[config.mk]
export PLATFORM = sky130hd
export DESIGN_NAME = text_stream_cat_filter
export DESIGN_NICKNAME = d
export VERILOG_FILES = /design/src/rtl/core/tscf_pkg.sv /design/src/rtl/core/tscf_render.sv /design/src/rtl/core/tscf_serializer.sv /design/src/rtl/core/text_stream_cat_filter.sv
export SDC_FILE = /design/constraint.sdc
export NUM_CORES = 1
export LEC_CHECK = 0
export BUFFER_PORTS_ARGS = -buffer_cell sky130_fd_sc_hd__buf_4
export CAP_MARGIN = 20
export CORE_ASPECT_RATIO = 0.6
export CORE_MARGIN = 2
export CORE_UTILIZATION = 40
export DETAILED_ROUTE_END_ITERATION = 6
export GPL_ROUTABILITY_DRIVEN = 1
export SLEW_MARGIN = 30
export SYNTH_ARGS = -nofsm -noshare
export SYNTH_HDL_FRONTEND = slang
export SYNTH_SLANG_ARGS = --single-unit
export TNS_END_PERCENT = 5
[constraint.sdc]
create_clock -name clk -period 6.31 [get_ports clk]
set_input_delay 0.631 -clock clk [delete_from_list [all_inputs] [get_ports clk]]
set_output_delay 0.631 -clock clk [all_outputs]
set_load 0.05 [all_outputs]
[src/rtl/core/tscf_pkg.sv]
// Types and constants shared by the text stream filter modules.
`default_nettype none

package tscf_pkg;

  localparam int unsigned COUNT_DIGITS = 6;
  localparam int unsigned COUNT_W      = 4 * COUNT_DIGITS;
  localparam int unsigned PREFIX_LEN   = COUNT_DIGITS + 1;
  localparam int unsigned TAIL_MAX     = 4;
  localparam int unsigned MAX_RESULTS  = PREFIX_LEN + TAIL_MAX;
  localparam int unsigned LEN_W        = $clog2(MAX_RESULTS + 1);
  localparam int unsigned CFG_INDEX_W  = 3;

  // Configuration register indexes.
  localparam logic [CFG_INDEX_W-1:0] CFG_NUMBER_ALL      = 3'd0;
  localparam logic [CFG_INDEX_W-1:0] CFG_NUMBER_NONBLANK = 3'd1;
  localparam logic [CFG_INDEX_W-1:0] CFG_SQUEEZE         = 3'd2;
  localparam logic [CFG_INDEX_W-1:0] CFG_SHOW_ENDS       = 3'd3;
  localparam logic [CFG_INDEX_W-1:0] CFG_SHOW_TABS       = 3'd4;
  localparam logic [CFG_INDEX_W-1:0] CFG_SHOW_NONPRINT   = 3'd5;

  // Character codes.
  localparam logic [7:0] CH_TAB      = 8'h09;
  localparam logic [7:0] CH_NL       = 8'h0A;
  localparam logic [7:0] CH_SPACE    = 8'h20;
  localparam logic [7:0] CH_DOLLAR   = 8'h24;
  localparam logic [7:0] CH_DASH     = 8'h2D;
  localparam logic [7:0] CH_ZERO     = 8'h30;
  localparam logic [7:0] CH_QMARK    = 8'h3F;
  localparam logic [7:0] CH_I        = 8'h49;
  localparam logic [7:0] CH_M        = 8'h4D;
  localparam logic [7:0] CH_CARET    = 8'h5E;
  localparam logic [7:0] CH_DEL      = 8'd127;
  localparam logic [7:0] CH_TOP      = 8'd255;
  localparam logic [7:0] CTRL_LIMIT  = 8'd32;
  localparam logic [7:0] HIGH_BASE   = 8'd128;
  localparam logic [7:0] META_LIMIT  = 8'd160;
  localparam logic [7:0] CARET_SHIFT = 8'd64;

  typedef logic [COUNT_W-1:0] count_t;

  typedef struct packed {
    logic [7:0] data_byte;
    logic       start_of_file;
  } in_item_t;

  typedef struct packed {
    logic [7:0] out_byte;
    logic       last_of_run;
  } out_item_t;

  typedef struct packed {
    logic number_all_lines;
    logic number_nonblank_lines;
    logic squeeze_blank_runs;
    logic show_line_ends;
    logic show_tabs;
    logic show_nonprinting;
  } cfg_t;

  typedef struct packed {
    logic [MAX_RESULTS-1:0][7:0] bytes;
    logic [LEN_W-1:0]            len;
  } expansion_t;

endpackage

`default_nettype wire

[src/rtl/core/tscf_render.sv]
// Line state and per-byte rendering of one text byte into its output bytes.
`default_nettype none

module tscf_render (
  input  wire logic                  clk,
  input  wire logic                  rst,
  input  wire tscf_pkg::cfg_t        cfg,
  input  wire tscf_pkg::in_item_t    item,
  input  wire logic                  advance,
  output tscf_pkg::expansion_t       exp
);

  logic                    at_line_start;
  logic [1:0]              empty_line_run;
  tscf_pkg::count_t        all_line_count;
  tscf_pkg::count_t        nonblank_line_count;

  logic                    eff_at_start;
  logic [1:0]              eff_run;
  tscf_pkg::count_t        eff_all;
  tscf_pkg::count_t        eff_nb;
  logic [7:0]              ch;
  logic                    is_nl;
  logic                    blank_hit;
  logic                    drop;
  logic                    use_nb;
  logic                    use_all;
  logic                    has_prefix;
  logic                    seen;
  logic [3:0]              digit;
  tscf_pkg::count_t        number;
  logic [1:0]              empty_line_run_next;
  tscf_pkg::count_t        all_line_count_next;
  tscf_pkg::count_t        nonblank_line_count_next;
  logic [tscf_pkg::PREFIX_LEN-1:0][7:0] prefix_bytes;
  logic [tscf_pkg::TAIL_MAX-1:0][7:0]   tail_bytes;
  logic [tscf_pkg::LEN_W-1:0]           tail_len;

  // Adds one to a BCD count; an all-nines count stays as it is.
  function automatic tscf_pkg::count_t bcd_increment(input tscf_pkg::count_t v);
    tscf_pkg::count_t r;
    logic             carry;
    r     = v;
    carry = 1'b1;
    for (int i = 0; i < tscf_pkg::COUNT_DIGITS; i++) begin
      if (carry) begin
        if (v[4*i +: 4] == 4'd9) begin
          r[4*i +: 4] = 4'd0;
        end else begin
          r[4*i +: 4] = v[4*i +: 4] + 4'd1;
          carry       = 1'b0;
        end
      end
    end
    return carry ? v : r;
  endfunction

  always_comb begin
    ch           = item.data_byte;
    eff_at_start = item.start_of_file ? 1'b1 : at_line_start;
    eff_run      = item.start_of_file ? 2'd0 : empty_line_run;
    eff_all      = item.start_of_file ? tscf_pkg::COUNT_W'(1) : all_line_count;
    eff_nb       = item.start_of_file ? tscf_pkg::COUNT_W'(1) : nonblank_line_count;
    is_nl        = (ch == tscf_pkg::CH_NL);

    blank_hit = cfg.squeeze_blank_runs && is_nl && eff_at_start;
    if (!blank_hit) begin
      empty_line_run_next = 2'd0;
    end else if (eff_run == 2'd2) begin
      empty_line_run_next = 2'd2;
    end else begin
      empty_line_run_next = eff_run + 2'd1;
    end
    drop = blank_hit && (empty_line_run_next == 2'd2);

    use_nb     = eff_at_start && cfg.number_nonblank_lines && !is_nl;
    use_all    = eff_at_start && !cfg.number_nonblank_lines && cfg.number_all_lines;
    has_prefix = !drop && (use_nb || use_all);
    number     = use_nb ? eff_nb : eff_all;

    all_line_count_next      = (!drop && use_all) ? bcd_increment(eff_all) : eff_all;
    nonblank_line_count_next = (!drop && use_nb) ? bcd_increment(eff_nb) : eff_nb;

    // Leading zeros print as spaces; the units digit is always shown.
    seen = 1'b0;
    for (int k = 0; k < tscf_pkg::COUNT_DIGITS; k++) begin
      digit = number[4*(tscf_pkg::COUNT_DIGITS-1-k) +: 4];
      if (digit != 4'd0 || k == tscf_pkg::COUNT_DIGITS - 1) begin
        seen = 1'b1;
      end
      prefix_bytes[k] = seen ? (tscf_pkg::CH_ZERO + {4'd0, digit}) : tscf_pkg::CH_SPACE;
    end
    prefix_bytes[tscf_pkg::PREFIX_LEN-1] = tscf_pkg::CH_TAB;

    tail_bytes = '0;
    if (is_nl) begin
      if (cfg.show_line_ends) begin
        tail_bytes[0] = tscf_pkg::CH_DOLLAR;
        tail_bytes[1] = tscf_pkg::CH_NL;
        tail_len      = tscf_pkg::LEN_W'(2);
      end else begin
        tail_bytes[0] = tscf_pkg::CH_NL;
        tail_len      = tscf_pkg::LEN_W'(1);
      end
    end else if (cfg.show_tabs && ch == tscf_pkg::CH_TAB) begin
      tail_bytes[0] = tscf_pkg::CH_CARET;
      tail_bytes[1] = tscf_pkg::CH_I;
      tail_len      = tscf_pkg::LEN_W'(2);
    end else if (cfg.show_nonprinting &&
                 ((ch < tscf_pkg::CTRL_LIMIT && ch != tscf_pkg::CH_TAB) ||
                  ch == tscf_pkg::CH_DEL)) begin
      tail_bytes[0] = tscf_pkg::CH_CARET;
      tail_bytes[1] = (ch == tscf_pkg::CH_DEL) ? tscf_pkg::CH_QMARK :
                      8'(ch + tscf_pkg::CARET_SHIFT);
      tail_len      = tscf_pkg::LEN_W'(2);
    end else if (cfg.show_nonprinting && ch >= tscf_pkg::HIGH_BASE) begin
      tail_bytes[0] = tscf_pkg::CH_M;
      tail_bytes[1] = tscf_pkg::CH_DASH;
      if (ch == tscf_pkg::CH_TOP) begin
        tail_bytes[2] = tscf_pkg::CH_CARET;
        tail_bytes[3] = tscf_pkg::CH_QMARK;
        tail_len      = tscf_pkg::LEN_W'(4);
      end else if (ch < tscf_pkg::META_LIMIT) begin
        tail_bytes[2] = tscf_pkg::CH_CARET;
        tail_bytes[3] = 8'(ch - tscf_pkg::CARET_SHIFT);
        tail_len      = tscf_pkg::LEN_W'(4);
      end else begin
        tail_bytes[2] = 8'(ch - tscf_pkg::HIGH_BASE);
        tail_len      = tscf_pkg::LEN_W'(3);
      end
    end else begin
      tail_bytes[0] = ch;
      tail_len      = tscf_pkg::LEN_W'(1);
    end

    exp.bytes = has_prefix ? {tail_bytes, prefix_bytes} :
                             {(8 * tscf_pkg::PREFIX_LEN)'(0), tail_bytes};
    if (drop) begin
      exp.len = '0;
    end else if (has_prefix) begin
      exp.len = tscf_pkg::LEN_W'(tscf_pkg::PREFIX_LEN) + tail_len;
    end else begin
      exp.len = tail_len;
    end
  end

  always_ff @(posedge clk) begin
    if (rst) begin
      at_line_start       <= 1'b1;
      empty_line_run      <= 2'd0;
      all_line_count      <= tscf_pkg::COUNT_W'(1);
      nonblank_line_count <= tscf_pkg::COUNT_W'(1);
    end else if (advance) begin
      at_line_start       <= is_nl;
      empty_line_run      <= empty_line_run_next;
      all_line_count      <= all_line_count_next;
      nonblank_line_count <= nonblank_line_count_next;
    end
  end

endmodule

`default_nettype wire

[src/rtl/core/tscf_serializer.sv]
// Result register that hands out one rendered byte per output transaction.
`default_nettype none

module tscf_serializer (
  input  wire logic                 clk,
  input  wire logic                 rst,
  input  wire logic                 load,
  input  wire tscf_pkg::expansion_t exp,
  output logic                      free,
  output logic                      out_valid,
  input  wire logic                 out_ready,
  output tscf_pkg::out_item_t       out_data
);

  logic [tscf_pkg::MAX_RESULTS-1:0][7:0] bytes;
  logic [tscf_pkg::LEN_W-1:0]            remaining;
  logic                                  last;

  assign last                 = (remaining == tscf_pkg::LEN_W'(1));
  assign free                 = !out_valid || (out_ready && last);
  assign out_data.out_byte    = bytes[0];
  assign out_data.last_of_run = last;

  always_ff @(posedge clk) begin
    if (rst) begin
      out_valid <= 1'b0;
      remaining <= '0;
    end else if (load) begin
      // An expansion of length zero (a squeezed line) leaves the register empty.
      out_valid <= (exp.len != '0);
      remaining <= exp.len;
      bytes     <= exp.bytes;
    end else if (out_valid && out_ready) begin
      out_valid <= !last;
      remaining <= remaining - tscf_pkg::LEN_W'(1);
      bytes     <= {8'h00, bytes[tscf_pkg::MAX_RESULTS-1:1]};
    end
  end

endmodule

`default_nettype wire

[src/rtl/core/text_stream_cat_filter.sv]
// Top level of the text stream filter: configuration, input register and datapath.
`default_nettype none

// Text filter with line numbering, blank-line squeezing and visible rendering of
// tabs, line ends and non-printing bytes. Each input transaction carries one text
// byte and yields zero to eleven output transactions, the last of which carries
// last_of_run. An accepted byte sits in an input register, is rendered into the
// result register once that is free and leaves it one byte per cycle while
// out_ready is high; the first output byte is presented after the byte has moved
// from the input register into the result register. The sustained rate is one
// input byte per cycle when every byte renders to one byte and the output does
// not stall; a longer rendering holds the result register until its last byte
// has left through the one-byte-wide output serializer. A squeezed empty line
// produces nothing. The input register takes the next byte while the result
// register is still draining. Configuration writes are always accepted and are
// meant to happen only while the block is idle.
module text_stream_cat_filter (
  input  wire logic                              clk,
  input  wire logic                              rst,
  input  wire logic                              in_valid,
  output logic                                   in_ready,
  input  wire tscf_pkg::in_item_t                in_data,
  output logic                                   out_valid,
  input  wire logic                              out_ready,
  output tscf_pkg::out_item_t                    out_data,
  input  wire logic                              cfg_valid,
  output logic                                   cfg_ready,
  input  wire logic [tscf_pkg::CFG_INDEX_W-1:0]  cfg_index,
  input  wire logic                              cfg_data
);

  tscf_pkg::cfg_t       cfg;
  tscf_pkg::in_item_t   in_item;
  logic                 in_full;
  logic                 ser_free;
  logic                 move;
  tscf_pkg::expansion_t exp;

  assign cfg_ready = 1'b1;
  assign move      = in_full && ser_free;
  assign in_ready  = !in_full || move;

  always_ff @(posedge clk) begin
    if (rst) begin
      cfg <= '0;
    end else if (cfg_valid) begin
      unique case (cfg_index)
        tscf_pkg::CFG_NUMBER_ALL:      cfg.number_all_lines      <= cfg_data;
        tscf_pkg::CFG_NUMBER_NONBLANK: cfg.number_nonblank_lines <= cfg_data;
        tscf_pkg::CFG_SQUEEZE:         cfg.squeeze_blank_runs    <= cfg_data;
        tscf_pkg::CFG_SHOW_ENDS:       cfg.show_line_ends        <= cfg_data;
        tscf_pkg::CFG_SHOW_TABS:       cfg.show_tabs             <= cfg_data;
        tscf_pkg::CFG_SHOW_NONPRINT:   cfg.show_nonprinting      <= cfg_data;
        default: begin
        end
      endcase
    end
  end

  always_ff @(posedge clk) begin
    if (rst) begin
      in_full <= 1'b0;
    end else if (in_valid && in_ready) begin
      in_full <= 1'b1;
      in_item <= in_data;
    end else if (move) begin
      in_full <= 1'b0;
    end
  end

  tscf_render u_render (
    .clk     (clk),
    .rst     (rst),
    .cfg     (cfg),
    .item    (in_item),
    .advance (move),
    .exp     (exp)
  );

  tscf_serializer u_serializer (
    .clk       (clk),
    .rst       (rst),
    .load      (move),
    .exp       (exp),
    .free      (ser_free),
    .out_valid (out_valid),
    .out_ready (out_ready),
    .out_data  (out_data)
  );

endmodule

`default_nettype wire

[After elaboration in Yosys (flattened, before gate mapping)]
Index checks and enable logic that the tools add are counted.
Storage, ports and cells
  bits in registers: 160
  output and inout port bits: 12
  input bits: 18
Cells by class
  bitwise gates (word level): 1
  order comparisons: 3
  reduce and logical (&&, ||, !) cells: 45
  add/sub/neg operators: 24
  mux-type cells: 97
  eq/ne operators: 25
Operators with widths (number)
  $mux 88: 3
  $mux 24: 8
  $mux 4: 32
  $mux 16: 7
  $mux 8: 9
  $add 4x1->4 const B: 12
  $eq 4x4->1 const B: 12
  $add 6x4->7 const A: 6
  $mux 1: 32
  $reduce_bool 4->1: 6
  $logic_and 1x1->1: 18
  $eq 8x4->1 const B: 2
  $reduce_and 2->1: 8
  $add 8x7->8 const B: 1
  $eq 8x7->1 const B: 1
  $eq 8x8->1 const B: 1
  $ge 8x8->1 const B: 1
  $lt 8x6->1 const B: 1
  $lt 8x8->1 const B: 1
  $mux 2: 4
  $ne 8x4->1 const B: 1
  $sub 8x7->8 const B: 1
  $sub 8x8->8 const B: 1
  $eq 3x2->1 const B: 2
  other kinds (14): 25

[Logic depth before layout (Yosys ltp)]
Gate-level depths: netlist of the first run.
  depth in word-level cells: 13
  mapped depth: 14
  depth with buffers taken out: 10

[Hierarchy]
Synthesis of the first run repeated with hierarchy kept, for this count alone.
Second synthesis, totals
  cell total of the unflattened synthesis: 952
  area, all modules: 9270.1 um2
By module, submodules not included
  tscf_render: cells an instance 678, instances 1, area each 4639.4 um2
  tscf_serializer: cells an instance 232, instances 1, area each 4006.3 um2
  text_stream_cat_filter: cells an instance 42, instances 1, area each 624.3 um2

[Worst setup path after synthesis of the first run]
No wires, ideal clock.
  path type: in2reg
  from: input rst
  to: register u_serializer.bytes[10] in the netlist's numbering (enable)
  setup slack: 851 ps
  setup time: 535 ps
  stages: 4
  arrival time: 4924 ps
  cells stage by stage: clkbuf_1 > clkbuf_1 > buf_1 > nor2_1
Between the ends
  cells in the longest elaborated chain, start to end: 2
RTL lines
  start, declared: RTL line text_stream_cat_filter.sv:19  | input wire logic rst,
  $not 1->1 (no source line)
  $reduce_and 2->1 (no source line)
  end signal, assigned: RTL line tscf_serializer.sv:32  | bytes <= exp.bytes;
  end signal, assigned: RTL line tscf_serializer.sv:36  | bytes <= {8'h00, bytes[tscf_pkg::MAX_RESULTS-1:1]};
  end, declared: RTL line tscf_serializer.sv:15  | logic [tscf_pkg::MAX_RESULTS-1:0][7:0] bytes;
No other way between the ends.
A chain may end at the register's enable or synchronous reset.

[Worst setup path in the final report of the first run]
  from: register in_item[2] in the netlist's numbering
  to: register u_serializer.bytes (netlist bit u_serializer.out_data[5]) (data pin)
Between the ends
  cells in the longest elaborated chain, start to end: 10
  elaborated cells between the ends (all ways): 32
  those cells by class: add/sub: 1; order compare: 2; eq/ne: 5; mux: 10; reduce/logical: 14
RTL lines
  start, declared: RTL line text_stream_cat_filter.sv:33  | tscf_pkg::in_item_t in_item;
  start signal, assigned: RTL line text_stream_cat_filter.sv:65  | in_item <= in_data;
  parallel branches: the longest is 8 deep, another holds $add 6x4->7
  $mux 88 (*): RTL line tscf_render.sv:136  | exp.bytes = has_prefix ? {tail_bytes, prefix_bytes} :
  $mux 88 (*): RTL line tscf_serializer.sv:28  | end else if (load) begin
Mark *: on every way between the ends.

==> metrics.md, run 1 <==
| Metric | Value |
|---|---|
| Status | complete, no violations |
| HPWL Detailed | 19.78 mm |
| Worst-margin pin slew | 0.9164 ns |
| Final nets | 987 |
| Post-DRT Antenna Nets | 0 |
| Placer Congestion | 0.9015 |
| Synth Net Count | 1011 |
| ANT cells | 0 |
| Period minus WS final | 3.286 ns |
| Vias per cell | 6.151 |
| I/O pins | 30 |
| Setup TNS | 0 ns |
| Post-synthesis sequential area ratio | between 40% and 50% |
| Total number of vias | between 7000 and 8000 |
| # resized after CTS | 0 |
| CP endpoint kind | flop |
| Share of cells above drive strength 1 | between 10% and 20% |
| Routed wire length | about 28 mm |
| Initial antenna violation count | 0 |
| Path category of the worst min-delay check | input pin to flop |
| Worst EP required | 6.50 ns |
| Clock Pin Slew Worst Setup and Hold Paths | 0.07 ns |
| Detailed-route DRC error count | 0 |
| Drt first pass iters | 5 |
| Final Hold Viols | 0 |
| Width of the chip | 198.9 um |
| Filler instances | 2190 |
| Depth of the worst register-to-register path | 5 |
| # setup viols final | 0 |
| Row Count | 42 |
| Hold Path End | in_item[8] |
| Cell Area, Synth | approximately 9000 um2 |
| Final max-slew violation count | 0 |
| GRT Overall Usage | 24.40% |
| Post-synth EDFFs | 97 |
| Worst Path Buf+Inv | 0 |
| Worst Path Arrival | 3.48 ns |
| CTS sink cnt | 160 |
| Setup slack, reg-to-reg | 3.02 ns |
| H-tree levels | 4 |
| Area used by multi-input combinational logic | ~4400 um2 |
| Post-Synthesis Cells | between 900 and 1000 |
| TritonCTS clock tree | built |
| Clock tree buffer depth | 2 |
| FMAX | 304.3 MHz |
| Post-CTS Hold Fix Bufs | 0 |
| Commonest cells post-synth | nand2_1 (129), edfxtp_1 (97), nor2_1 (79) |
| Slowest stage cell, crit path | o21bai_2 |
| Peak supply drop | 0.0001972 V |
| Max Clock Skew | 0.01152 ns |
| DR WL/cell | 22.18 um |
| CTS Buf Count | 17 |
| Register Area | 4174 um2 |
| Vias in the first global route | 6985 |
| Family with the most delay on the worst path | simple AND/OR/NAND/NOR gates |
| Largest net degree at the start of global routing | 81 |
| Largest cells by area after synthesis | edfxtp_1 (32%), dfxtp_1 (14%), nand2_1 (5.3%) |
| Pleak | 3.375 nW |
| Inst Count DP | 1250 |
| Ys async rst share | 0% |
| Worst-path maximum fanout | 16 |
| Syn_area_per_cell | a little over 9 um2 |
| Max Cap Viol | 0 |
| Cell taking the most area after synthesis | edfxtp_1 |
| PortBufs | 28 |
| DRT iter0 DRCs | around 1100 |
| Die Ht | roughly 120 um |
| PwrDens | 257.1 nW/um2 |
| Fin crit share | 52.08% |
| Synthesis warning total | 0 |
| Core area | 22180 um2 |
| Synthesis-to-layout area growth | 9.733% |
| Initial Util | 41.10% |
| Root Buffer | clkbuf_16 |
| Finished Layout Cells | between 1000 and 1500 |
| Top-count cell post-synth | nand2_1 |
| Max transition margin | 38.64% |
| Critical Path Max Stage Delay | 0.76 ns |
| Critical path launch point type | flop |
| Hold Path Depth | 1 |
| Unrepaired setup endpoints after global routing | no |
| Crit-path cells | nor2b_1 -> nand4_2 -> o21bai_2 -> nand2_1 -> o221ai_1 |
| Worst skew pair latency | 0.44 ns |
| Die ar. | 24050 um2 |
| GRT Residual Overflow | 0 |
| Synth top area share | 31.96% |
| R2r startpoint | in_item[2] |
| First-pass GRT wire length | 43.52 mm |
| Unique masters post-synth | 97 |
| Postcts setup bufs | 0 |
| Hold wc startpoint | in_data[8] |
| Flops & latches, synth | 160 |
| Worst hold margin | 0.3713 ns |
| Critical Setup Path Class | flop to flop |
| Reg2Reg Capture Point | u_serializer.out_data[5] |
| Top FF cell, synth | edfxtp_1 |
[stage by stage]
step	power [W]	setup WS (ns)	util (%)	cell area, um2
after floorplan	0.001363	0.8512	-	9114
after global placement	0.001428	3.073	42.11	9339
after detailed placement	0.001430	3.096	42.11	9339
after CTS	0.002581	3.086	45.10	10000
after global routing	0.002654	2.799	45.10	10000
final	0.002571	3.024	45.10	10000
[registers in the layout, summed over array words and instances, names as in the netlist, 2 cells and up]
register and flops:
u_serializer.out_data 8, u_render.nonblank_line_count 24, u_render.all_line_count 24, u_render.empty_line_run 2
u_serializer.bytes 80, u_serializer.remaining 4, cfg 6, in_item 9
[layer usage]
metal	routed length [um]	track usage, %	up-vias
met5	0	0	-
met4	251	4.851	0
met3	3723	8.838	23
met2	10080	28.37	432
met1	14370	40.53	3757
li1	-	-	3673
[layout by cell type, fill, tap and decap left out, types with 8 or more instances in the layout]
master	netlist	final
a21oi_1	69	69
a22o_1	10	10
a31oi_1	27	27
a32oi_1	11	11
and2_1	13	13
and3_1	13	13
buf_4	12	38
clkbuf_16	0	20
dfxtp_1	63	63
edfxtp_1	97	97
ha_1	8	8
inv_1	21	21
mux2i_1	15	15
nand2_1	129	129
nand3_1	26	26
nand4_1	23	23
nor2_1	79	78
nor2b_1	10	10
nor3_1	28	28
nor4_1	10	10
o211ai_1	10	10
o21a_1	9	9
o21ai_0	76	76
o31ai_1	8	8
or3_1	9	9
[worst reg2reg max path: stages (launching register included)]
cell and delay [ns]:
edfxtp_1 0.60, nor2b_1 0.65, nand4_2 0.22, o21bai_2 0.76, nand2_1 0.36, o221ai_1 0.46
[cell type report]
type                            count  share of cell area [%]
Clock buffer                       23                   5.217
Multi-Input combinational cell    722                   44.11
Tap cell                          308                   3.853
Inverter                           22                  0.8257
Sequential cell                   160                   41.74
Clock inverter                      9                   1.401
Timing Repair Buffer               38                   2.853
[cells by family after synthesis]
logic type,Yosys count,share of synthesized area [%]
xor gates and xnor gates,2,0.1922
adders and majority gates,8,1.098
AOI/OAI and AO/OA,293,21.17
DFF,160,45.80
muxes,17,1.895
other,1,0.04115
and+or+nand+nor,401,23.61
buffers and inverters,103,6.192
[how the worst max path moves through the flow]
| stage | to | cells after the start | from | slack [ns] |
|---|---|---|---|---|
| 2_1_floorplan | u_serializer.bytes[10] | 4 | rst | 0.85 |
| 3_3_place_gp | u_serializer.out_data[5] | 5 | in_item[2] | 3.07 |
| 3_5_place_dp | u_serializer.out_data[5] | 5 | in_item[2] | 3.10 |
| 4_1_cts | u_serializer.out_data[5] | 5 | in_item[2] | 3.09 |
| 5_1_grt | u_serializer.out_data[5] | 5 | in_item[2] | 2.80 |
| 6_report | u_serializer.out_data[5] | 5 | in_item[2] | 3.02 |
[report_power, final]
| part | leakage, nW | internal (W) | total [W] | switching, W |
|---|---|---|---|---|
| sequential | 1.41 | 0.00116 | 0.00118 | 0.0000246 |
| combinational | 1.65 | 0.0000698 | 0.000234 | 0.000164 |
| clock | 0.316 | 0.000710 | 0.00116 | 0.000448 |
| total | 3.38 | 0.00193 | 0.00257 | 0.000637 |
Note: power is estimated with default switching activity, not from simulation.
==> run 2, diff against run 1 <==
==> constraint.sdc (replaced) <==
create_clock -name clk -period 2.6 [get_ports clk]
set_input_delay 0.26 -clock clk [delete_from_list [all_inputs] [get_ports clk]]
set_output_delay 0.26 -clock clk [all_outputs]
set_load 0.05 [all_outputs]
==> run 2 against run 1 <==
The flow now finishes with violations (setup timing). Design area rose by 8.8%. Combinational power rose to 2.9 times the previous value. Sequential power rose by 140%. Die area did not move. Critical path type unchanged. Non-clock buffer count rose by 111. Flip-flop and latch count did not move. Core utilization rose by 4.0 points. Routed wire length rose by 6.7%. Hold slack got worse by 0.31 ns.
==> metrics.md, run 2 (same netlist as run 1, synthesis figures left out) <==
| Metric | Value |
|---|---|
| # setup viols final | 1 (+1) |
| Worst Path Arrival | 2.95 ns (-0.53 ns) |
| Die ar. | 24050 um2 (unchanged) |
| Vias in the first global route | 7765 (+11%) |
| GR met2 Demand/Resource | 30.18% (+1.8 points) |
| GR peak layer | met1 |
| Critical Setup Path Class | flop to flop |
| Unrepaired setup endpoints after global routing | yes |
| Failing checks | setup timing |
| Root Buffer | clkbuf_16 |
| PwrDens | 550.5 nW/um2 (+110%) |
| Row Count | 42 (unchanged) |
| Peak supply drop | 0.0005070 V (+160%) |
| Worst-margin pin slew | 0.6302 ns (-0.2862 ns) |
| Routed wire length | 30.34 mm (+6.7%) |
| PortBufs | 28 (unchanged) |
| Slowest stage cell, crit path | o21bai_2 |
| Met3 Resource Use GR | 9.700% (+0.86 points) |
| Final max-slew violation count | 0 (unchanged) |
| Period minus WS final | 2.629 ns (-0.6575 ns) |
| ANT cells | 0 (unchanged) |
| Critical path launch point type | flop |
| Worst path most repeated cell | buf_4 |
| Max Cap Viol | 0 (unchanged) |
| CTS Buf Count | 17 (unchanged) |
| Final core occ | 49.07% (+4.0 points) |
| Net Sw Power | 0.001543 W (+140%) |
| I/O pins | 30 (unchanged) |
| Worst-path maximum fanout | 10 (-6) |
| Max transition margin | 57.83% (+19 points) |
| Final Hold Viols | 0 (unchanged) |
| Critical Path Max Stage Delay | 0.54 ns (-0.22 ns) |
| Initial Util | 41.10% (unchanged) |
| Fin crit share | 101.1% (+49 points) |
| Clock Power Share | 41.1% (-3.9 points) |
| Status | finished with violations |
| Worst EP required | 2.93 ns (-3.57 ns) |
| HPWL Detailed | 22.21 mm (+12%) |
| DR WL/cell | 21.80 um (-1.7%) |
| Largest regs | u_serializer.bytes (80), u_render.all_line_count (24), u_render.nonblank_line_count (24) |
| Most frequent cells in the layout | buf_4 (135), nand2_1 (129), edfxtp_1 (97) |
| Vias per cell | 6.067 (-1.4%) |
| Post-DRT Antenna Nets | 0 (unchanged) |
| Initial antenna violation count | 0 (unchanged) |
| Met1 usage | 43.89% (+3.4 points) |
| Worst hold margin | 0.06306 ns (-0.3082 ns) |
| Sw Ratio | 25.76% (+1.0 points) |
| Seq pwr share | 47.5% (+1.6 points) |
| Die Ht | 120.9 um (unchanged) |
| GRT Overall Usage | 26.35% (+2.0 points) |
| First-pass GRT wire length | 46.95 mm (+7.9%) |
| GRT Residual Overflow | 0 (unchanged) |
| Synthesis-to-layout area growth | 19.41% |
| Internal power | 0.004447 W (+130%) |
| Share of cells above drive strength 1 | 20.39% (+9.4 points) |
| Clock tree buffer depth | 2 (unchanged) |
| Core area | 22180 um2 (unchanged) |
| Final nets | 1098 (+11%) |
| CTS sink cnt | 160 (unchanged) |
| Path category of the worst min-delay check | input pin to flop |
| Top reg by flops | u_serializer.bytes |
| TritonCTS clock tree | built |
| Total number of vias | 8445 (+7.1%) |
| FMAX | 380.4 MHz (+25%) |
| Placer Congestion | 0.9618 (+6.7%) |
| Drt first pass iters | 5 (unchanged) |
| Detailed-route DRC error count | 0 (unchanged) |
| H-tree levels | 4 (unchanged) |
| Worst skew pair latency | 0.45 ns (about the same) |
| Max reg flops | 80 (unchanged) |
| CP endpoint kind | flop |
| Largest net degree at the start of global routing | 57 (-30%) |
| Pleak | 3.891 nW (+15%) |
| Final worst slack | -0.02864 ns (-3.052 ns) |
| Max Clock Skew | 0.01171 ns (+0.0001906 ns) |
| Clock Pin Slew Worst Setup and Hold Paths | 0.07 ns (about the same) |
| Width of the chip | 198.9 um (unchanged) |
| DRT iter0 DRCs | 1100 (-0.091%) |
| Logic gate share of total power | 11.4% (+2.3 points) |
| Crit-path cells | buf_4 -> nor2b_1 -> nand4_2 -> o21bai_2 -> buf_4 -> a32oi_1 -> a21oi_1 -> buf_4 |
| Leading cell type in the layout, fill and taps excluded | buf_4 |
-- run 2: changes by cell type in the layout (fill, tap and decap cells not counted), sizes merged --
cell / delta
clkinv: +4
bufinv: -1
buf: +102
dlygate4sd3: +9
inv: -3
clkinvlp: +2
clkbuf: -3
-- run 2: path summary, 6_finish.rpt --
path / startpoint / end / slack (ns) / depth (start not counted)
max: in_item[2] / u_serializer.out_data[2] / -0.03 / 8
min: in_valid / in_full / 0.06 / 3
max reg2reg: in_item[2] / u_serializer.out_data[2] / -0.03 / 8
min reg2reg: u_render.empty_line_run[1] / u_render.empty_line_run[1] / 0.46 / 2
-- run 2: cell type report --
type | instances | area (um2)
clock buffer | 20 | 436.7
clock inverter | 11 | 117.6
fill | 2120 | 11290
inverter | 22 | 82.58
multi-input combinational | 722 | 4482
sequential | 160 | 4175
tap | 308 | 385.4
timing repair buffer | 149 | 1204
-- run 2: per-layer routing --
metal | routed length (um) | vias up
met2 | 10720 | 493
met5 | 0 | -
met3 | 4149 | 25
met4 | 292 | 0
li1 | - | 3891
met1 | 15180 | 4036
-- run 2: what timing repair did --
action / 4_1_cts / 5_1_grt
endpoints found under the setup margin: 2 / 50
pin swaps: 0 / 3
resized for setup: 1 / 17
hold buffers: 9 / 0
setup buffers: 0 / 0
hold endpoints to repair: 9 / 0
-- run 2: through the flow --
| stage | instance area (um2) | setup TNS [ns] | std cells | worst slack [ns] | total power, W |
|---|---|---|---|---|---|
| CTS | 10820 | 0 | 1392 | 0.02081 | 0.006003 |
| floorplan | 9133 | -0.1356 | 985 | -0.07141 | 0.003304 |
| global placement | 10170 | 0 | 1352 | 0.05749 | 0.003546 |
| global route | 10880 | -0.8534 | 1392 | -0.08630 | 0.006195 |
| finish | 10880 | -0.02864 | 1392 | -0.02864 | 0.005991 |
| detailed placement | 10170 | -0.03986 | 1352 | -0.03076 | 0.003550 |
-- run 2: power by group through the flow --
| stage | Sequential (W) | Clock [W] | Combinational, W |
|---|---|---|---|
| floorplan | 0.00289 | 0 | 0.000414 |
| global placement | 0.00290 | 0 | 0.000650 |
| detailed placement | 0.00290 | 0 | 0.000653 |
| CTS | 0.00284 | 0.00249 | 0.000666 |
| global route | 0.00285 | 0.00260 | 0.000741 |
| finish | 0.00284 | 0.00246 | 0.000685 |
-- run 2: critical path, delay by kind of cell (launching register included) --
| kind | cells | cell delay, ns |
|---|---|---|
| AND/OR/NAND/NOR | 2 | 0.59 |
| AO/OA/AOI/OAI | 3 | 0.92 |
| flip-flops | 1 | 0.36 |
| buffers and inverters | 3 | 0.64 |
